### src/rtl/core/kfc_pkg.sv
// Shared types and constants for the kicker fire controller core.
// Depends on nothing; the core top level, config registers, input stage and channel refer to it by scoped names.
package kfc_pkg;

    // Command codes carried by an input transaction
    localparam logic [2:0] CMD_TICK  = 3'd0;
    localparam logic [2:0] CMD_KICK  = 3'd1;
    localparam logic [2:0] CMD_SENSE = 3'd2;
    localparam logic [2:0] CMD_OFF   = 3'd3;
    localparam logic [2:0] CMD_CLEAR = 3'd4;

    // Codes reported in last_kind
    localparam logic [1:0] KIND_NONE = 2'h0;
    localparam logic [1:0] KIND_CHIP = 2'h1;
    localparam logic [1:0] KIND_FLAT = 2'h2;

    // Configuration register map (register index = paddr[2])
    localparam int          PADDR_W              = 3;
    localparam int          PDATA_W              = 32;
    localparam logic        REG_COOLDOWN_TICKS   = 1'b0;
    localparam logic        REG_COMMANDS_ENABLED = 1'b1;
    localparam logic [15:0] COOLDOWN_TICKS_RESET = 16'd500;

    // Default cooldown counter width
    localparam int COUNT_WIDTH_DEFAULT = 16;

    // Configuration register contents
    typedef struct packed {
        logic [15:0] cooldown_ticks;
        logic        commands_enabled;
    } cfg_t;

    // One registered input transaction
    typedef struct packed {
        logic [2:0] command;
        logic [7:0] flat_request;
        logic [7:0] chip_request;
        logic       ball_present;
        logic       cap_ok;
    } in_item_t;

    // One result transaction
    typedef struct packed {
        logic [7:0] flat_fire;
        logic [7:0] chip_fire;
        logic       drivers_off;
        logic       cap_low_flag;
        logic       busy_refused;
        logic       sensor_armed;
        logic [1:0] last_kind;
    } out_item_t;

    // Controls from the sequencing logic into one kicker channel
    typedef struct packed {
        logic step;     // item consumed this cycle
        logic tick;     // decrement nonzero cooldown
        logic clear;    // zero the cooldown
        logic attempt;  // fire attempt with a nonzero strength
        logic cap_ok;   // capacitor high enough
    } ch_ctrl_t;

    // Status of one kicker channel for the current item
    typedef struct packed {
        logic busy;      // attempt refused by cooldown
        logic accepted;  // attempt reached the capacitor check
        logic fire;      // channel fires now
    } ch_stat_t;

endpackage

### src/rtl/core/kfc_in_if.sv
// Input channel interface: valid/ready handshake carrying one command transaction.
// Depends on nothing.
interface kfc_in_if;
    logic       valid;
    logic       ready;
    logic [2:0] command;
    logic [7:0] flat_request;
    logic [7:0] chip_request;
    logic       ball_present;
    logic       cap_ok;

    modport source (output valid, output command, output flat_request,
                    output chip_request, output ball_present, output cap_ok,
                    input ready);
    modport sink   (input valid, input command, input flat_request,
                    input chip_request, input ball_present, input cap_ok,
                    output ready);
endinterface

### src/rtl/core/kfc_out_if.sv
// Result channel interface: valid/ready handshake carrying one result transaction.
// Depends on nothing.
interface kfc_out_if;
    logic       valid;
    logic       ready;
    logic [7:0] flat_fire;
    logic [7:0] chip_fire;
    logic       drivers_off;
    logic       cap_low_flag;
    logic       busy_refused;
    logic       sensor_armed;
    logic [1:0] last_kind;

    modport source (output valid, output flat_fire, output chip_fire,
                    output drivers_off, output cap_low_flag, output busy_refused,
                    output sensor_armed, output last_kind, input ready);
    modport sink   (input valid, input flat_fire, input chip_fire,
                    input drivers_off, input cap_low_flag, input busy_refused,
                    input sensor_armed, input last_kind, output ready);
endinterface

### src/rtl/core/kicker_fire_controller_core.sv
// Kicker fire controller top level: input stage, config registers, two channels,
// pending/arm sequencing and result register.
// Depends on kfc_pkg, kfc_in_if, kfc_out_if, kfc_cfg_regs, kfc_in_stage, kfc_channel.
//
// Usage:
//   cmd_ch carries command transactions (tick, kick command, ball sensor event,
//   all off, clear cooldowns); res_ch returns exactly one result per command.
//   Both use valid/ready; a transaction moves when valid and ready are high.
//   The APB-style port holds cooldown_ticks (0x0) and commands_enabled (0x4);
//   write it only while no command is in flight.
// Flow: an accepted command waits in the input register; its result is registered
//   in the result register. Throughput: one command per clock while res_ch.ready
//   stays high, set by the single decision pass between the two registers.
// Reset (rst_n low, asynchronous): cooldowns, pending strengths, arm flag,
//   capacitor-low flag and last kind clear; cooldown_ticks returns to 500 and
//   commands are disabled.
// Stall: while res_ch.ready is low the result is held; one more command may
//   wait in the input register, then cmd_ch.ready drops until the result moves.
module kicker_fire_controller_core #(
    parameter int COUNT_WIDTH = kfc_pkg::COUNT_WIDTH_DEFAULT
) (
    input  logic                         clk,
    input  logic                         rst_n,
    input  logic                         psel,
    input  logic                         penable,
    input  logic                         pwrite,
    input  logic [kfc_pkg::PADDR_W-1:0]  paddr,
    input  logic [kfc_pkg::PDATA_W-1:0]  pwdata,
    output logic [kfc_pkg::PDATA_W-1:0]  prdata,
    output logic                         pready,
    kfc_in_if.sink                       cmd_ch,
    kfc_out_if.source                    res_ch
);

    kfc_pkg::cfg_t      cfg;
    kfc_pkg::in_item_t  item;
    logic               item_valid;
    logic               advance;
    logic               out_free;

    kfc_pkg::ch_ctrl_t  flat_ctrl;
    kfc_pkg::ch_ctrl_t  chip_ctrl;
    kfc_pkg::ch_stat_t  flat_stat;
    kfc_pkg::ch_stat_t  chip_stat;

    logic [7:0]         pending_flat_reg, pending_flat_next;
    logic [7:0]         pending_chip_reg, pending_chip_next;
    logic               armed_reg, armed_next;
    logic               cap_low_reg, cap_low_next;
    logic [1:0]         last_kind_reg, last_kind_next;

    logic               out_valid_reg;
    kfc_pkg::out_item_t out_item_reg;
    kfc_pkg::out_item_t out_item_next;

    logic               is_tick, is_kick, is_sense, is_off, is_clear;
    logic [7:0]         flat_strength, chip_strength;

    kfc_cfg_regs u_cfg (
        .clk     (clk),
        .rst_n   (rst_n),
        .psel    (psel),
        .penable (penable),
        .pwrite  (pwrite),
        .paddr   (paddr),
        .pwdata  (pwdata),
        .prdata  (prdata),
        .pready  (pready),
        .cfg     (cfg)
    );

    kfc_in_stage u_in (
        .clk        (clk),
        .rst_n      (rst_n),
        .cmd_ch     (cmd_ch),
        .advance    (advance),
        .item_valid (item_valid),
        .item       (item)
    );

    // Pipeline flow: consume the input register when the result register is free
    assign out_free = !out_valid_reg || res_ch.ready;
    assign advance  = item_valid && out_free;

    // Command decode
    always_comb
    begin
        is_tick  = 1'b0;
        is_kick  = 1'b0;
        is_sense = 1'b0;
        is_off   = 1'b0;
        is_clear = 1'b0;
        case (item.command)
            kfc_pkg::CMD_TICK:  is_tick  = 1'b1;
            kfc_pkg::CMD_KICK:  is_kick  = cfg.commands_enabled;
            kfc_pkg::CMD_SENSE: is_sense = 1'b1;
            kfc_pkg::CMD_OFF:   is_off   = 1'b1;
            kfc_pkg::CMD_CLEAR: is_clear = 1'b1;
            default: ;
        endcase
    end

    // Strength offered to each channel: direct request or pending value
    assign flat_strength = is_kick ? item.flat_request : pending_flat_reg;
    assign chip_strength = is_kick ? item.chip_request : pending_chip_reg;

    // Channel controls; a sensor event tries chip only when no flat is pending
    always_comb
    begin
        flat_ctrl.step    = advance;
        flat_ctrl.tick    = is_tick;
        flat_ctrl.clear   = is_off || is_clear;
        flat_ctrl.cap_ok  = item.cap_ok;
        flat_ctrl.attempt = (flat_strength != 8'd0) &&
                            ((is_kick && item.ball_present) || (is_sense && armed_reg));
        chip_ctrl.step    = advance;
        chip_ctrl.tick    = is_tick;
        chip_ctrl.clear   = is_off || is_clear;
        chip_ctrl.cap_ok  = item.cap_ok;
        chip_ctrl.attempt = (chip_strength != 8'd0) &&
                            ((is_kick && item.ball_present) ||
                             (is_sense && armed_reg && pending_flat_reg == 8'd0));
    end

    kfc_channel #(.COUNT_WIDTH(COUNT_WIDTH)) u_flat (
        .clk            (clk),
        .rst_n          (rst_n),
        .ctrl           (flat_ctrl),
        .cooldown_ticks (cfg.cooldown_ticks),
        .stat           (flat_stat)
    );

    kfc_channel #(.COUNT_WIDTH(COUNT_WIDTH)) u_chip (
        .clk            (clk),
        .rst_n          (rst_n),
        .ctrl           (chip_ctrl),
        .cooldown_ticks (cfg.cooldown_ticks),
        .stat           (chip_stat)
    );

    // Pending strengths, arm flag and sticky status
    always_comb
    begin
        pending_flat_next = pending_flat_reg;
        pending_chip_next = pending_chip_reg;
        armed_next        = armed_reg;
        if (is_kick)
        begin
            pending_flat_next = item.flat_request;
            pending_chip_next = item.chip_request;
            if (item.flat_request == 8'd0 && item.chip_request == 8'd0)
                armed_next = 1'b0;
            else if (!item.ball_present)
                armed_next = 1'b1;
        end
        else if (is_sense)
        begin
            if (armed_reg)
            begin
                pending_flat_next = 8'd0;
                pending_chip_next = 8'd0;
            end
            armed_next = 1'b0;
        end

        // Any attempt past the cooldown check samples the capacitor
        cap_low_next = (flat_stat.accepted || chip_stat.accepted) ? !item.cap_ok
                                                                   : cap_low_reg;

        // A chip fire wins when both channels fire on the same item
        if (chip_stat.fire)
            last_kind_next = kfc_pkg::KIND_CHIP;
        else if (flat_stat.fire)
            last_kind_next = kfc_pkg::KIND_FLAT;
        else
            last_kind_next = last_kind_reg;
    end

    always_ff @(posedge clk or negedge rst_n)
    begin
        if (!rst_n)
        begin
            pending_flat_reg <= 8'd0;
            pending_chip_reg <= 8'd0;
            armed_reg        <= 1'b0;
            cap_low_reg      <= 1'b0;
            last_kind_reg    <= kfc_pkg::KIND_NONE;
        end
        else if (advance)
        begin
            pending_flat_reg <= pending_flat_next;
            pending_chip_reg <= pending_chip_next;
            armed_reg        <= armed_next;
            cap_low_reg      <= cap_low_next;
            last_kind_reg    <= last_kind_next;
        end
    end

    // Result assembly
    always_comb
    begin
        out_item_next.flat_fire    = flat_stat.fire ? flat_strength : 8'd0;
        out_item_next.chip_fire    = chip_stat.fire ? chip_strength : 8'd0;
        out_item_next.drivers_off  = is_off;
        out_item_next.cap_low_flag = cap_low_next;
        out_item_next.busy_refused = flat_stat.busy || chip_stat.busy;
        out_item_next.sensor_armed = armed_next;
        out_item_next.last_kind    = last_kind_next;
    end

    // Result register
    always_ff @(posedge clk or negedge rst_n)
    begin
        if (!rst_n)
            out_valid_reg <= 1'b0;
        else if (advance)
            out_valid_reg <= 1'b1;
        else if (res_ch.ready)
            out_valid_reg <= 1'b0;
    end

    always_ff @(posedge clk)
    begin
        if (advance)
            out_item_reg <= out_item_next;
    end

    assign res_ch.valid        = out_valid_reg;
    assign res_ch.flat_fire    = out_item_reg.flat_fire;
    assign res_ch.chip_fire    = out_item_reg.chip_fire;
    assign res_ch.drivers_off  = out_item_reg.drivers_off;
    assign res_ch.cap_low_flag = out_item_reg.cap_low_flag;
    assign res_ch.busy_refused = out_item_reg.busy_refused;
    assign res_ch.sensor_armed = out_item_reg.sensor_armed;
    assign res_ch.last_kind    = out_item_reg.last_kind;

    // A held input transaction is not lost while the result side stalls
    a_hold_input: assert property (@(posedge clk) disable iff (!rst_n)
        (item_valid && !advance) |=> item_valid)
        else $error("input register dropped a transaction while stalled");

    // A fire always comes with a good capacitor observation
    a_fire_cap_ok: assert property (@(posedge clk) disable iff (!rst_n)
        (out_valid_reg && (out_item_reg.flat_fire != 8'd0 || out_item_reg.chip_fire != 8'd0))
        |-> !out_item_reg.cap_low_flag)
        else $error("fire reported with capacitor low");

    // An all-off result never carries a fire
    a_off_no_fire: assert property (@(posedge clk) disable iff (!rst_n)
        (out_valid_reg && out_item_reg.drivers_off)
        |-> (out_item_reg.flat_fire == 8'd0 && out_item_reg.chip_fire == 8'd0))
        else $error("fire reported together with drivers off");

    // A sensor event always leaves the sensor disarmed
    a_sense_disarms: assert property (@(posedge clk) disable iff (!rst_n)
        (advance && is_sense) |=> !armed_reg)
        else $error("sensor still armed after a sensor event");

    // A chip fire is reported as the last kind
    a_chip_kind: assert property (@(posedge clk) disable iff (!rst_n)
        (advance && chip_stat.fire) |=> (last_kind_reg == kfc_pkg::KIND_CHIP))
        else $error("chip fire not recorded as last kind");

endmodule

### src/rtl/core/kfc_cfg_regs.sv
// APB-style configuration registers: cooldown reload value and command enable.
// Depends on kfc_pkg.
module kfc_cfg_regs (
    input  logic                         clk,
    input  logic                         rst_n,
    input  logic                         psel,
    input  logic                         penable,
    input  logic                         pwrite,
    input  logic [kfc_pkg::PADDR_W-1:0]  paddr,
    input  logic [kfc_pkg::PDATA_W-1:0]  pwdata,
    output logic [kfc_pkg::PDATA_W-1:0]  prdata,
    output logic                         pready,
    output kfc_pkg::cfg_t                cfg
);

    kfc_pkg::cfg_t cfg_reg;
    logic          wr_en;

    assign pready = 1'b1;
    assign wr_en  = psel && penable && pwrite;
    assign cfg    = cfg_reg;

    // Register write
    always_ff @(posedge clk or negedge rst_n)
    begin
        if (!rst_n)
        begin
            cfg_reg.cooldown_ticks   <= kfc_pkg::COOLDOWN_TICKS_RESET;
            cfg_reg.commands_enabled <= 1'b0;
        end
        else if (wr_en)
        begin
            case (paddr[2])
                kfc_pkg::REG_COOLDOWN_TICKS:   cfg_reg.cooldown_ticks   <= pwdata[15:0];
                kfc_pkg::REG_COMMANDS_ENABLED: cfg_reg.commands_enabled <= pwdata[0];
                default: ;
            endcase
        end
    end

    // Read mux
    always_comb
    begin
        case (paddr[2])
            kfc_pkg::REG_COOLDOWN_TICKS:
                prdata = {{(kfc_pkg::PDATA_W-16){1'b0}}, cfg_reg.cooldown_ticks};
            kfc_pkg::REG_COMMANDS_ENABLED:
                prdata = {{(kfc_pkg::PDATA_W-1){1'b0}}, cfg_reg.commands_enabled};
            default:
                prdata = '0;
        endcase
    end

endmodule

### src/rtl/core/kfc_in_stage.sv
// Input register stage: captures one command transaction and holds it until consumed.
// Depends on kfc_pkg and kfc_in_if.
module kfc_in_stage (
    input  logic              clk,
    input  logic              rst_n,
    kfc_in_if.sink            cmd_ch,
    input  logic              advance,
    output logic              item_valid,
    output kfc_pkg::in_item_t item
);

    logic              valid_reg;
    kfc_pkg::in_item_t item_reg;
    logic              take;

    // Ready whenever the stage is empty or drains this cycle
    assign cmd_ch.ready = !valid_reg || advance;
    assign take         = cmd_ch.valid && cmd_ch.ready;

    always_ff @(posedge clk or negedge rst_n)
    begin
        if (!rst_n)
            valid_reg <= 1'b0;
        else if (take)
            valid_reg <= 1'b1;
        else if (advance)
            valid_reg <= 1'b0;
    end

    // Payload capture, no reset needed
    always_ff @(posedge clk)
    begin
        if (take)
        begin
            item_reg.command      <= cmd_ch.command;
            item_reg.flat_request <= cmd_ch.flat_request;
            item_reg.chip_request <= cmd_ch.chip_request;
            item_reg.ball_present <= cmd_ch.ball_present;
            item_reg.cap_ok       <= cmd_ch.cap_ok;
        end
    end

    assign item_valid = valid_reg;
    assign item       = item_reg;

endmodule

### src/rtl/core/kfc_channel.sv
// One kicker channel: cooldown counter plus the refuse / capacitor / fire decision.
// Depends on kfc_pkg.
module kfc_channel #(
    parameter int COUNT_WIDTH = kfc_pkg::COUNT_WIDTH_DEFAULT
) (
    input  logic               clk,
    input  logic               rst_n,
    input  kfc_pkg::ch_ctrl_t  ctrl,
    input  logic [15:0]        cooldown_ticks,
    output kfc_pkg::ch_stat_t  stat
);

    logic [COUNT_WIDTH-1:0]    cooldown_reg;
    logic [COUNT_WIDTH-1:0]    cooldown_next;
    logic [COUNT_WIDTH+15:0]   reload_wide;
    logic [COUNT_WIDTH-1:0]    reload;
    logic                      idle;

    // Reload value cut or zero-extended to the counter width
    assign reload_wide = {{COUNT_WIDTH{1'b0}}, cooldown_ticks};
    assign reload      = reload_wide[COUNT_WIDTH-1:0];

    // Fire decision
    assign idle          = (cooldown_reg == '0);
    assign stat.busy     = ctrl.attempt && !idle;
    assign stat.accepted = ctrl.attempt && idle;
    assign stat.fire     = ctrl.attempt && idle && ctrl.cap_ok;

    // Counter update
    always_comb
    begin
        cooldown_next = cooldown_reg;
        if (ctrl.clear)
            cooldown_next = '0;
        else if (ctrl.tick && !idle)
            cooldown_next = cooldown_reg - COUNT_WIDTH'(1);
        else if (stat.fire)
            cooldown_next = reload;
    end

    always_ff @(posedge clk or negedge rst_n)
    begin
        if (!rst_n)
            cooldown_reg <= '0;
        else if (ctrl.step)
            cooldown_reg <= cooldown_next;
    end

endmodule
### src/flat_wrapper.sv
// flat-port wrapper written by rule: the top's interface ports become plain ports
module kicker_fire_controller_core_flat 
#(
    parameter int COUNT_WIDTH = kfc_pkg::COUNT_WIDTH_DEFAULT
)
  (clk, rst_n, psel, penable, pwrite, paddr, pwdata, prdata, pready, cmd_ch_valid, cmd_ch_command, cmd_ch_flat_request, cmd_ch_chip_request, cmd_ch_ball_present, cmd_ch_cap_ok, cmd_ch_ready, res_ch_valid, res_ch_flat_fire, res_ch_chip_fire, res_ch_drivers_off, res_ch_cap_low_flag, res_ch_busy_refused, res_ch_sensor_armed, res_ch_last_kind, res_ch_ready);
  kfc_in_if cmd_ch_i ();
  kfc_out_if res_ch_i ();
  input  logic clk;
  input  logic rst_n;
  input  logic psel;
  input  logic penable;
  input  logic pwrite;
  input  logic [kfc_pkg::PADDR_W-1:0] paddr;
  input  logic [kfc_pkg::PDATA_W-1:0] pwdata;
  output logic [kfc_pkg::PDATA_W-1:0] prdata;
  output logic pready;
  input wire logic [$bits(cmd_ch_i.valid)-1:0] cmd_ch_valid;
  input wire logic [$bits(cmd_ch_i.command)-1:0] cmd_ch_command;
  input wire logic [$bits(cmd_ch_i.flat_request)-1:0] cmd_ch_flat_request;
  input wire logic [$bits(cmd_ch_i.chip_request)-1:0] cmd_ch_chip_request;
  input wire logic [$bits(cmd_ch_i.ball_present)-1:0] cmd_ch_ball_present;
  input wire logic [$bits(cmd_ch_i.cap_ok)-1:0] cmd_ch_cap_ok;
  output wire logic [$bits(cmd_ch_i.ready)-1:0] cmd_ch_ready;
  output wire logic [$bits(res_ch_i.valid)-1:0] res_ch_valid;
  output wire logic [$bits(res_ch_i.flat_fire)-1:0] res_ch_flat_fire;
  output wire logic [$bits(res_ch_i.chip_fire)-1:0] res_ch_chip_fire;
  output wire logic [$bits(res_ch_i.drivers_off)-1:0] res_ch_drivers_off;
  output wire logic [$bits(res_ch_i.cap_low_flag)-1:0] res_ch_cap_low_flag;
  output wire logic [$bits(res_ch_i.busy_refused)-1:0] res_ch_busy_refused;
  output wire logic [$bits(res_ch_i.sensor_armed)-1:0] res_ch_sensor_armed;
  output wire logic [$bits(res_ch_i.last_kind)-1:0] res_ch_last_kind;
  input wire logic [$bits(res_ch_i.ready)-1:0] res_ch_ready;
  assign cmd_ch_i.valid = cmd_ch_valid;
  assign cmd_ch_i.command = cmd_ch_command;
  assign cmd_ch_i.flat_request = cmd_ch_flat_request;
  assign cmd_ch_i.chip_request = cmd_ch_chip_request;
  assign cmd_ch_i.ball_present = cmd_ch_ball_present;
  assign cmd_ch_i.cap_ok = cmd_ch_cap_ok;
  assign cmd_ch_ready = cmd_ch_i.ready;
  assign res_ch_valid = res_ch_i.valid;
  assign res_ch_flat_fire = res_ch_i.flat_fire;
  assign res_ch_chip_fire = res_ch_i.chip_fire;
  assign res_ch_drivers_off = res_ch_i.drivers_off;
  assign res_ch_cap_low_flag = res_ch_i.cap_low_flag;
  assign res_ch_busy_refused = res_ch_i.busy_refused;
  assign res_ch_sensor_armed = res_ch_i.sensor_armed;
  assign res_ch_last_kind = res_ch_i.last_kind;
  assign res_ch_i.ready = res_ch_ready;
  kicker_fire_controller_core #(.COUNT_WIDTH(COUNT_WIDTH)) u_core (.clk(clk), .rst_n(rst_n), .psel(psel), .penable(penable), .pwrite(pwrite), .paddr(paddr), .pwdata(pwdata), .prdata(prdata), .pready(pready), .cmd_ch(cmd_ch_i), .res_ch(res_ch_i));
endmodule
### config.mk
export PLATFORM = sky130hd
export DESIGN_NAME = kicker_fire_controller_core_flat
export DESIGN_NICKNAME = d
export VERILOG_FILES = /design/src/rtl/core/kfc_pkg.sv /design/src/rtl/core/kfc_in_if.sv /design/src/rtl/core/kfc_out_if.sv /design/src/rtl/core/kicker_fire_controller_core.sv /design/src/rtl/core/kfc_cfg_regs.sv /design/src/rtl/core/kfc_in_stage.sv /design/src/rtl/core/kfc_channel.sv /design/src/flat_wrapper.sv
export SDC_FILE = /design/constraint.sdc
export NUM_CORES = 1
export LEC_CHECK = 0
export ABC_AREA = 0
export ABC_CLOCK_PERIOD_IN_PS = 3740
export BUFFER_PORTS_ARGS = -buffer_cell sky130_fd_sc_hd__buf_2
export CAP_MARGIN = 30
export CORE_MARGIN = 2
export CORE_UTILIZATION = 30
export DETAILED_ROUTE_END_ITERATION = 7
export PLACE_DENSITY_LB_ADDON = 0.08
export SYNTH_ARGS = -nofsm -noshare
export SYNTH_HDL_FRONTEND = slang
export SYNTH_SLANG_ARGS = --single-unit
### constraint.sdc
create_clock -name clk -period 3.74 [get_ports clk]
set_input_delay 0.374 -clock clk [delete_from_list [all_inputs] [get_ports clk]]
set_output_delay 0.374 -clock clk [all_outputs]
set_load 0.005 [all_outputs]
### Word-level counts from Yosys, hierarchy flattened

Index checks and enable logic that the tools add are counted.

* input port bits: 63
* register bits: 114
* word-level logic and storage cells: 108

* equal/unequal tests: 4
* bitwise gates (word level): 1
* mux-type cells: 29
* reductions and logical operators: 49
* add/subtract/negate cells: 2

Operator list (number)
* two-way mux 16 bit: 6
* one-hot mux 32 bit (2 select lines): 1
* two-way mux 8 bit: 6
* logical NOT 16 bit: 2
* subtractor 16 x 1 -> 16 bit (second input constant): 2
* logical NOT 8 bit: 3
* logical AND 1 bit: 18
* nonzero test 8 bit: 2
* two-way mux 1 bit: 14
* AND reduction 2 bit: 4
* nonzero test 2 bit: 4
* logical OR 1 bit: 7
* == test 3 x 2 -> 1 bit (second input constant): 2
* nonzero test 3 bit: 2
* logical NOT 1 bit: 5
* two-way mux 2 bit: 2
* == test 3 x 1 -> 1 bit (second input constant): 1
* == test 3 bit (second input constant): 1
* logical NOT 3 bit: 1
* AND reduction 3 bit: 1
* NOT 1 bit: 1

### Logic depth before layout (Yosys ltp)

Gate-level depths: netlist of run 1.

* depth in word-level cells: 11
* gate-level depth with buffers: 10
* gate-level depth less buffers: 8

### Hierarchy

A second synthesis of run 1 with hierarchy kept.

* cells, all modules: 553
* area total of the unflattened synthesis: 6092.1 um^2

Modules (own cells, without submodules)
* kicker_fire_controller_core: cells an instance 161, instances 1, area each 1934.4 um^2
* kfc_channel at u_core.u_chip: cells an instance 152, instances 1, area each 1276.2 um^2
* kfc_channel at u_core.u_flat: cells an instance 142, instances 1, area each 1243.7 um^2
* kfc_cfg_regs: cells an instance 73, instances 1, area each 953.4 um^2
* kfc_in_stage: cells an instance 25, instances 1, area each 684.4 um^2

### Least setup slack after synthesis of run 1

Ideal clock, no wire load.

* path type: register to register
* start: reg u_core.u_chip.cooldown_reg[0]
* end: reg u_core.out_item_reg (netlist bit u_core.res_ch.last_kind[1]), data pin
* cell stages (with the launch flop): 10
* data arrival time: 2.382 ns
* setup slack: 1.104 ns
* cell sequence: dfrtp_1 inv_1 ha_1 or4b_2 buf_2 nor3_4 nand2_1 or3_4 buf_2 o21a_1

* longest elaborated chain between the ends: 4

Ends and longest elaborated chain
* start, declared: RTL line kfc_channel.sv:13 `logic [COUNT_WIDTH-1:0] cooldown_reg;`
* start signal, assigned: RTL line kfc_channel.sv:46 `cooldown_reg <= cooldown_next;`
* logical NOT 16 bit: RTL line kfc_channel.sv:24 `assign idle = (cooldown_reg == '0);`
* logical AND 1 bit (2 in series): RTL line kfc_channel.sv:27 `assign stat.fire = ctrl.attempt && idle && ctrl.cap_ok;`
* two-way mux 2 bit: RTL line kicker_fire_controller_core.sv:171 `if (chip_stat.fire)`
* net u_core.last_kind_next[1]: RTL line kicker_fire_controller_core.sv:50 `logic [1:0] last_kind_reg, last_kind_next;`
* end signal, assigned: RTL line kicker_fire_controller_core.sv:225 `out_item_reg <= out_item_next;`
* end, declared: RTL line kicker_fire_controller_core.sv:53 `kfc_pkg::out_item_t out_item_reg;`

The timed path passes the listed nets, and every way through them passes these cells.
A chain may end at the register's enable or synchronous reset.

### Worst setup path in the final report of run 1

* start: reg u_core.u_chip.cooldown_reg[0]
* end: reg u_core.u_chip.cooldown_reg[15]

* longest elaborated chain between the ends: 5

Ends and longest elaborated chain
* branches (longest 5 deep; another with subtractor 16 x 1 -> 16 bit)

Parallel ways; which one is timed is not known.

==> reports/metrics.yaml, run 1 <==
status: "completed"
worst_setup_path_end_kind: "flop"
finalCriticalPeriod_ps: 2977
tritoncts: "yes"
vias: 4615
synthMuxAreaShare: 0.05461
antenna_left: 0
cts_made_buffers: 17
finalHoldViolCount: 0
die_h_um: 142.2
place_hpwl_um: 11350
synth_area_sq_mm: 0.005728
r2r_start: "u_core.u_chip.cooldown_reg[0]"
hold_start: "cmd_ch_flat_request[1]"
vias_per_cell: 5.162
drtIter0Drc: 326
n_antenna_cell: 0
startpoint: "u_core.u_chip.cooldown_reg[0]"
setup_tns_ps: 0
drcViolationCount: 0
syn2layout_area_growth_pct: 23.66
numPortBuffers: 84
pre_cts_ws_ps: 828.7
largest_register_ffs: 21
required_ps: 4100
start_kind: "flop"
synth_flop_cell: "dfrtp_1"
ios: 120
leakage_nw: 2.951
synth_xor_area_frac: 0
synth-edff-count: 43
slew_viol_final: 0
setup_violations: 0
insertion_delay_ps: 420
finClkSkew_ps: 9.051
dpl-instance-area_sq_mm: 0.006456
final_cells: 894
hold_path_class: "primary input to flop"
r2r.worst_path.cells: 8
reg2reg_slack_ps: 760
grt_setup_unrepaired: "no"
initial_utilization: 0.3062
yosysTopAreaCellShare: 0.2840
grt_max_degree: 47
max_freq_mhz: 336.0
seq_area_frac_synth: 0.5369
synthTopCellsByArea: "dfrtp_1 28%, edfxtp_1 23%, o21ai_0 5.1%, a21oi_1 4.4%, mux2_2 3.5%"
overflow: 0
synth-compound-area-share: 0.1885
synth_seq_cells: 114
die-area_sq_mm: 0.02022
yosysTopAreaCell: "dfrtp_1"
synth_area_per_cell_sq_um: 10.34
cts_root_buffer: "clkbuf_16"
drtPass1Iterations: 5
grt_pass1_vias: 4657
dp_cells: 861
cap_violations: 0
critPathKind: "flop to flop"
cellPowerDensity_mw_per_mm2: 669.5
cts_setup_buffers: 0
std_cell_rows: 50
grt_pass1_wl_um: 26030
slew_headroom: 0.3620
yosys.area_share.adder: 0.004369
worstMarginPinSlew_ps: 948.2
synth_top_family_by_area: "compound AO/OA/AOI/OAI gates"
ys_warn_count: 0
htree_num_levels: 4
clk_pin_slew_ps: 60
wl_per_cell_um: 18.33
grt_usage: 0.1678
synthCells: 554
cp.arrival_ps: 3340
yosys.cell_types.count: 60
vdd_drop_max_uv: 305.9
synthArstFlopShare: 0.6228
clock_path_buffers: 2
yosys.area_share.simple: 0.1643
wl_um: 16390
drive_gt1_frac: 0.2606
reg2reg_to: "u_core.u_chip.cooldown_reg[15]"
final_nets: 712
clkSinkCount: 114
gp_congestion: 0.7942
fin_crit_sh: 0.7959
layout_setup_ws_ps: 763.4
fin_area_sq_mm: 0.007083
grt_antenna_before_repair: 0
cp-endpoint: "u_core.u_chip.cooldown_reg[15]"
coreArea_sq_mm: 0.01871
die_w_um: 142.2
cp_max_fo: 10
power by group:
| group | switching [W] | internal, W | leakage (nW) |
|---|---|---|---|
| Clock | 0.000601 | 0.00111 | 0.295 |
| Sequential | 0.000270 | 0.00156 | 1.32 |
| Combinational | 0.000703 | 0.000495 | 1.33 |
worst min path at each step:
stage                                                to  slack, ps  cells past startpoint
final                              u_core.u_in.item[11]        130                      1
after CTS                          u_core.u_in.item[17]        110                      1
after global routing               u_core.u_in.item[17]        110                      1
after global placement          u_core.last_kind_reg[1]        490                      2
after floorplan                        u_core.armed_reg         80                      0
after detailed placement  u_core.u_chip.cooldown_reg[6]        410                      2
final cells by class:
class	count	area (sq um)
multi-input cells	398	2429
clock buffers	18	429.2
well taps	234	292.8
clock inverters	14	187.7
inverters	12	45.04
fillers	1857	11620
flip-flops and latches	114	3075
repair buffers	104	624.3
metrics by stage:
step	power, W	hold WS (ps)	utilization
detailed placement	0.003042	406.1	0.3452
CTS	0.004776	110.5	0.3787
global placement	0.003003	485.9	0.3408
floorplan	0.002608	78.41	-
finish	0.004742	126.2	0.3787
global route	0.005019	108.9	0.3787
critical path, stage by stage (launching register included):
cell	delay, ps
dfrtp_1	430
inv_1	110
ha_1	220
or4b_2	740
nor3_4	340
a21oi_2	240
o21ai_0	560
o2bb2ai_1	180
a21o_1	100
cells in the mapped netlist (all sizes together), types with 3 or more instances:
library cell and count:
nand2b 5, and3 5, o31ai 10, nand2 53, edfxtp 43, nor2 24
o22ai 5, dfrtp 65, inv 12, or2 4, o2bb2ai 4, nor4 19
o21ai 66, a21o 6, clkbuf 21, a22o 16, mux2i 11, dfstp 6
mux2 18, nor2b 16, or4 3, nand3 6, buf 24, nor3 19
nand4 3, a21oi 51, nor3b 6
kinds of logic after synthesis:
family,count (synthesis)
AOI/OAI and AO/OA,175
adders and majority gates,2
buffers and inverters,57
DFF,114
muxes,29
other,2
and+or+nand+nor,175
metal layers:
metal / GRT usage / share of wire / vias up
met5: 0 / 0 / -
met4: 0.05737 / 0.017 / 0
met3: 0.04206 / 0.045 / 25
met2: 0.2771 / 0.48 / 130
met1: 0.2150 / 0.45 / 2239
li1: - / - / 2221
cells in the final DEF, fill, tap and decap left out, types with 3 or more instances in the layout:
| cell type | n |
|---|---|
| buf_4 | 15 |
| o31ai_1 | 10 |
| inv_1 | 12 |
| or4_1 | 3 |
| buf_2 | 84 |
| nand3_1 | 6 |
| and3_1 | 5 |
| mux2i_1 | 11 |
| o21ai_0 | 58 |
| edfxtp_1 | 43 |
| bufinv_16 | 4 |
| nand2_1 | 53 |
| a21o_1 | 6 |
| nand4_1 | 3 |
| o22ai_1 | 5 |
| nor4_1 | 19 |
| o2bb2ai_1 | 4 |
| nor3b_1 | 6 |
| clkbuf_16 | 17 |
| dfrtp_1 | 65 |
| conb_1 | 17 |
| a21oi_1 | 50 |
| mux2_2 | 18 |
| clkinv_4 | 3 |
| a22o_1 | 16 |
| nand2b_1 | 5 |
| dfstp_2 | 6 |
| or2_2 | 4 |
| nor3_1 | 17 |
| o21ai_1 | 8 |
| nor2_1 | 22 |
| nor2b_1 | 16 |
repair_timing:
item                                    4_1_cts  5_1_grt
hold endpoints to repair                     23        0
endpoints found under the setup margin        0        0
gates resized for setup                       0        0
hold buffers                                  1        0
Note: power is estimated with default switching activity, not from simulation.
==> inputs of run 2 (changes only) <==
- ABC_AREA: 0 -> 1
- ABC_CLOCK_PERIOD_IN_PS: 3740 -> 2800
- clock period: 3.74 -> 2.8 ns (I/O delays scaled with it)
==> run 2 against run 1 <==
Effect of this change: design area up 5.9%; worst setup slack worse by 460 ps; register-to-register slack worse by 460 ps; maximum frequency up 19%; clock-buffer cell count down 1; area after synthesis up 8.8%; largest power group unchanged.
==> reports/metrics.yaml, run 2 <==
status: "completed"
critPathKind: "flop to flop"
pre_cts_ws_ps: 333.4
die-area_sq_mm: 0.02194
clk_pin_slew_ps: 60
grt_max_degree: 51
place_hpwl_um: 12300
insertion_delay_ps: 420
cp_max_fo: 17
vias_per_cell: 4.667
final_cell_mix: "171 x nand2_1, 105 x nor2_1, 91 x nand3_1"
yosysTopAreaCell: "dfrtp_1"
setup_violations: 0
clock_path_buffers: 2
slowest_delay_ps: 380
vdd_drop_max_uv: 389.3
crit_top_cell: "nor2_1"
wl_um: 17270
final_common_cell: "nand2_1"
gp_congestion: 0.8628
wl_per_cell_um: 15.10
finalHoldViolCount: 0
grt_antenna_before_repair: 0
cts-resized-gates: 0
die_w_um: 148.1
synthCells: 773
cp_top_family: "simple AND/OR/NAND/NOR gates"
critPathBufInv: 2
std_cell_rows: 52
grt_usage: 0.1630
clkSinkCount: 114
worstHoldPathCells: 1
finalCriticalPeriod_ps: 2492
synth_seq_cells: 114
ios: 120
syn2layout_area_growth_pct: 20.38
largest_register_ffs: 21
synth_flop_cell: "dfrtp_1"
synthArstFlopShare: 0.6228
grt_pass1_wl_um: 27810
worstMarginPinSlew_ps: 898.3
dp_cells: 1110
synthTopCellsByCount: "171 x nand2_1, 105 x nor2_1, 91 x nand3_1"
final_cells: 1143
final_nets: 925
cellPowerDensity_mw_per_mm2: 920.9
slew_headroom: 0.4005
cp.arrival_ps: 2800
drive_gt1_frac: 0.2016
ff_latch_area_sq_mm: 0.003075
synth_area_sq_mm: 0.006231
layout_setup_ws_ps: 308.3
grt_pass1_vias: 5202
drcViolationCount: 0
cp_slowest_cell: "dfrtp_1"
max_freq_mhz: 401.3
tritoncts: "yes"
yosysTopAreaCellShare: 0.2610
leakage_nw: 3.611
grt_setup_unrepaired: "no"
slew_viol_final: 0
antenna_left: 0
vias: 5334
seq_area_frac_synth: 0.4936
ys_warn_count: 0
n_antenna_cell: 0
hold_path_class: "primary input to flop"
cap_violations: 0
cts_root_buffer: "clkbuf_16"
htree_num_levels: 4
worst-path-stages: 13
synth_area_per_cell_sq_um: 8.061
drtPass1Iterations: 7
setup_tns_ps: 0
synthTopCellsByArea: "dfrtp_1 26%, edfxtp_1 21%, nand2_1 10%, nand3_1 7.3%, nor2_1 6.3%"
multi_input_area_sq_mm: 0.002574
fin_crit_sh: 0.8899
required_ps: 3110
cp_cell_sequence: "inv_1 -> ha_1 -> inv_1 -> nor2_1 -> nand3_1 -> nor2_1 -> nand4_1 -> nor2_1 -> nand4_4 -> nand2_4 -> nand2_8 -> nand2_1 -> nand2_1"
start_kind: "flop"
yosysMostFrequentCell: "nand2_1"
cts_made_buffers: 17
initial_utilization: 0.3070
worst_setup_path_end_kind: "flop"
drtIter0Drc: 333
yosys.cell_types.count: 40
numPortBuffers: 84
n_fill_cell: 2119
die_h_um: 148.1
finClkSkew_ps: 9.871
r2r.worst_path.cells: 13
overflow: 0
coreArea_sq_mm: 0.02030
synth-edff-count: 43
run 2: cell count changes after synthesis, sizes merged, moves of 17 or more:
cell / previous run / this run
nand3: 6 / 91
nand2: 53 / 190
xor2: 0 / 17
nor2: 24 / 109
o21ai: 66 / 43
a21oi: 51 / 31
mux2: 18 / 0
inv: 12 / 88
run 2: worst paths after layout:
kind                                          startpoint                            end  slack (ps)
max in group asynchronous                          rst_n            u_core.u_cfg.cfg[8]        1620
setup reg to reg           u_core.u_flat.cooldown_reg[0]  u_core.u_flat.cooldown_reg[0]         310
hold / removal                    cmd_ch_flat_request[0]           u_core.u_in.item[10]          30
min in group asynchronous                          rst_n     u_core.pending_chip_reg[3]         420
setup / recovery           u_core.u_flat.cooldown_reg[0]  u_core.u_flat.cooldown_reg[0]         310
hold reg to reg            u_core.u_flat.cooldown_reg[1]  u_core.u_flat.cooldown_reg[1]         470
run 2: metal layers:
metal	vias to the layer above	GRT usage	routed length [um]
met2	135	0.2576	7966
met4	0	0.06000	280
met1	2545	0.2238	8217
met3	19	0.03037	800
met5	-	0	0
li1	2635	-	-
run 2: cells by family (layout without fill, tap and decap cells):
family	Yosys count	in the layout	share of synthesized area
xor gates and xnor gates	19	19	0.02671
adders and majority gates	2	2	0.004015
buffers and inverters	135	220	0.1024
other	2	17	0.001205
and+or+nand+nor	418	418	0.3018
DFF	114	114	0.4936
AOI/OAI and AO/OA	83	83	0.07028
run 2: final cells by class:
cell class,instances,share of cell area
clock buffers,17,0.05671
clock inverters,15,0.02752
inverters,89,0.04454
multi-input cells,539,0.3431
flip-flops and latches,114,0.4100
well taps,270,0.04504
repair buffers,99,0.07306
run 2: report_power, final:
part           total (W)  switching (W)  internal [W]
sequential       0.00263       0.000406       0.00223
combinational    0.00194        0.00123      0.000709
clock            0.00233       0.000838       0.00149
total            0.00691        0.00248       0.00443
run 2: per-stage QoR:
step,instance area [sq um],util,total power (W),hold WS [ps]
6_report,7501,0.3695,0.006907,30.16
5_1_grt,7501,0.3695,0.007405,12.72
4_1_cts,7501,0.3695,0.006964,8.652
3_5_place_dp,6859,0.3379,0.004599,338.9
3_3_place_gp,6859,0.3379,0.004571,331.3
2_1_floorplan,6287,-,0.004019,-15.59
run 2: repair_timing:
| item | in CTS | in global routing |
|---|---|---|
| hold endpoints to repair | 21 | 0 |
| setup buffers | 0 | 0 |
| hold buffers | 1 | 0 |
| setup endpoints to repair | 0 | 0 |
run 2: worst register-to-register path, delay by kind of cell (launching register included):
family / cells / cell delay [ps]
DFF: 1 / 380
and+or+nand+nor: 10 / 1650
adders and majority gates: 1 / 200
buffers and inverters: 2 / 150
==> inputs of run 3 (changes only) <==
- ABC_AREA: 1 -> unset
==> run 3 against run 2 <==
Effect of this change: sequential share of layout area is 2.0 points higher; via count down 12%; flip-flop and latch count unchanged; power decreased by 7.9%; wire length is 3.7% lower; hold slack got worse by 3.1 ps; sequential power is 7% lower; first-iteration DRC count shrank 6.9%; largest cell class unchanged; largest power group unchanged; highest routed layer unchanged.
==> reports/metrics.yaml, run 3 (synthesized netlist as in run 1, its figures left out) <==
cts_root_buffer: "clkbuf_16"
insertion_delay_ps: 420
wl_per_cell_um: 18.29
grt_setup_unrepaired: "no"
die-area_sq_mm: 0.02022
htree_num_levels: 4
cap_violations: 0
n_antenna_cell: 0
drtIter0Drc: 310
status: "completed"
die_w_um: 142.2
setup_tns_ps: 0
finalCriticalPeriod_ps: 2569
antenna_left: 0
final_util: 0.3824
hold_path_class: "primary input to flop"
cellInternalPower_w: 0.004242
cts_made_buffers: 17
grt_max_degree: 72
ios: 120
vdd_drop_max_uv: 416.1
cp_cell_sequence: "inv_1 -> ha_2 -> or4b_4 -> nor3_4 -> nand2_1 -> or3_4 -> buf_4 -> a21oi_1"
final_common_cell: "buf_2"
wl_um: 16630
sw_frac_of_total: 0.3331
initial_utilization: 0.3062
coreArea_sq_mm: 0.01871
gp_congestion: 0.8285
finClkSkew_ps: 9.101
worstMarginPinSlew_ps: 696.4
numPortBuffers: 84
tritoncts: "yes"
n_fill_cell: 1858
finalHoldViolCount: 0
cp_slowest_cell: "or4b_4"
grt_pass1_vias: 4650
fin_area_sq_mm: 0.007153
worst_setup_path_end_kind: "flop"
pwr-share-seq: 0.385
power_frac_comb: 0.274
drcViolationCount: 0
pwr-share-clk: 0.341
drtPass1Iterations: 5
grt_usage: 0.1714
syn2layout_area_growth_pct: 24.88
std_cell_rows: 50
clkSinkCount: 114
max_freq_mhz: 389.2
place_hpwl_um: 11570
final_nets: 727
clk_pin_slew_ps: 60
die_h_um: 142.2
required_ps: 3060
final_cell_mix: "84 x buf_2, 65 x dfrtp_1, 57 x o21ai_0"
ff_latch_area_sq_mm: 0.003075
multi_input_area_sq_mm: 0.002435
dpl-instance-area_sq_mm: 0.006550
slew_viol_final: 0
leakage_nw: 2.997
clock_path_buffers: 2
slew_headroom: 0.5357
fin_crit_sh: 0.9176
drive_gt1_frac: 0.2741
start_kind: "flop"
vias_per_cell: 5.152
critPathKind: "flop to flop"
overflow: 0
grt_pass1_wl_um: 26070
cp_max_fo: 10
grt_antenna_before_repair: 0
setup_violations: 0
slowest_delay_ps: 500
cellPowerDensity_mw_per_mm2: 889.3
vias: 4683
critPathBufInv: 2
largest_register_ffs: 21
power_switching_w: 0.002119
cp.arrival_ps: 2830
cp_top_family: "simple AND/OR/NAND/NOR gates"
run 3: per-stage QoR:
stage	hold WS (ps)	instances	setup slack [ps]	total power (W)
finish	27.10	909	230.6	0.006361
CTS	9.199	908	99.95	0.006395
global route	8.283	909	97.70	0.006732
global placement	352.3	872	190.7	0.004164
floorplan	-15.59	569	163.8	0.003484
detailed placement	350.6	875	137.8	0.004194
run 3: worst paths after layout:
kind / startpoint / end / slack (ps) / cells after the start
min in group asynchronous: rst_n / u_core.u_cfg.cfg[10] / 410 / 3
max in group asynchronous: rst_n / u_core.u_cfg.cfg[5] / 2040 / 3
hold reg to reg: u_core.last_kind_reg[1] / u_core.last_kind_reg[1] / 500 / 2
setup reg to reg: u_core.u_chip.cooldown_reg[0] / u_core.res_ch.chip_fire[4] / 230 / 8
hold / removal: cmd_ch_chip_request[1] / u_core.u_in.item[3] / 30 / 1
setup / recovery: u_core.u_chip.cooldown_reg[0] / u_core.res_ch.chip_fire[4] / 230 / 8
run 3: cell type report:
cell class                 count  share of cell area
clock buffer                  21             0.06157
clock inverter                11             0.01942
inverter                      12            0.006297
multi-input combinational    398              0.3404
sequential                   114              0.4299
tap                          234             0.04093
timing repair buffer         119              0.1015
run 3: power by group through the flow:
| stage | combinational [W] | clock, W | sequential (W) |
|---|---|---|---|
| 2_1_floorplan | 0.00115 | 0 | 0.00233 |
| 3_3_place_gp | 0.00169 | 0 | 0.00247 |
| 3_5_place_dp | 0.00172 | 0 | 0.00248 |
| 4_1_cts | 0.00173 | 0.00222 | 0.00245 |
| 5_1_grt | 0.00195 | 0.00228 | 0.00250 |
| 6_report | 0.00174 | 0.00217 | 0.00245 |
run 3: metal layers:
layer  vias to the layer above  share of wire  GRT usage
met1                      2296           0.45     0.2199
met2                       132           0.49     0.2901
li1                       2240              -          -
met5                         -              0          0
met3                        15          0.047    0.03600
met4                         0          0.012    0.05368
run 3: worst reg2reg max path, stage by stage, from the launching register on:
cell     delay [ps]
dfrtp_1         420
inv_1           110
ha_2            230
or4b_4          500
nor3_4          290
nand2_1         140
or3_4           380
buf_4           190
a21oi_1         150
run 3: timing repair:
action,4_1_cts,5_1_grt
endpoints found under the setup margin,0,8
resized for setup,0,3
setup buffers,0,1
hold endpoints to repair,65,0
hold buffers,1,0
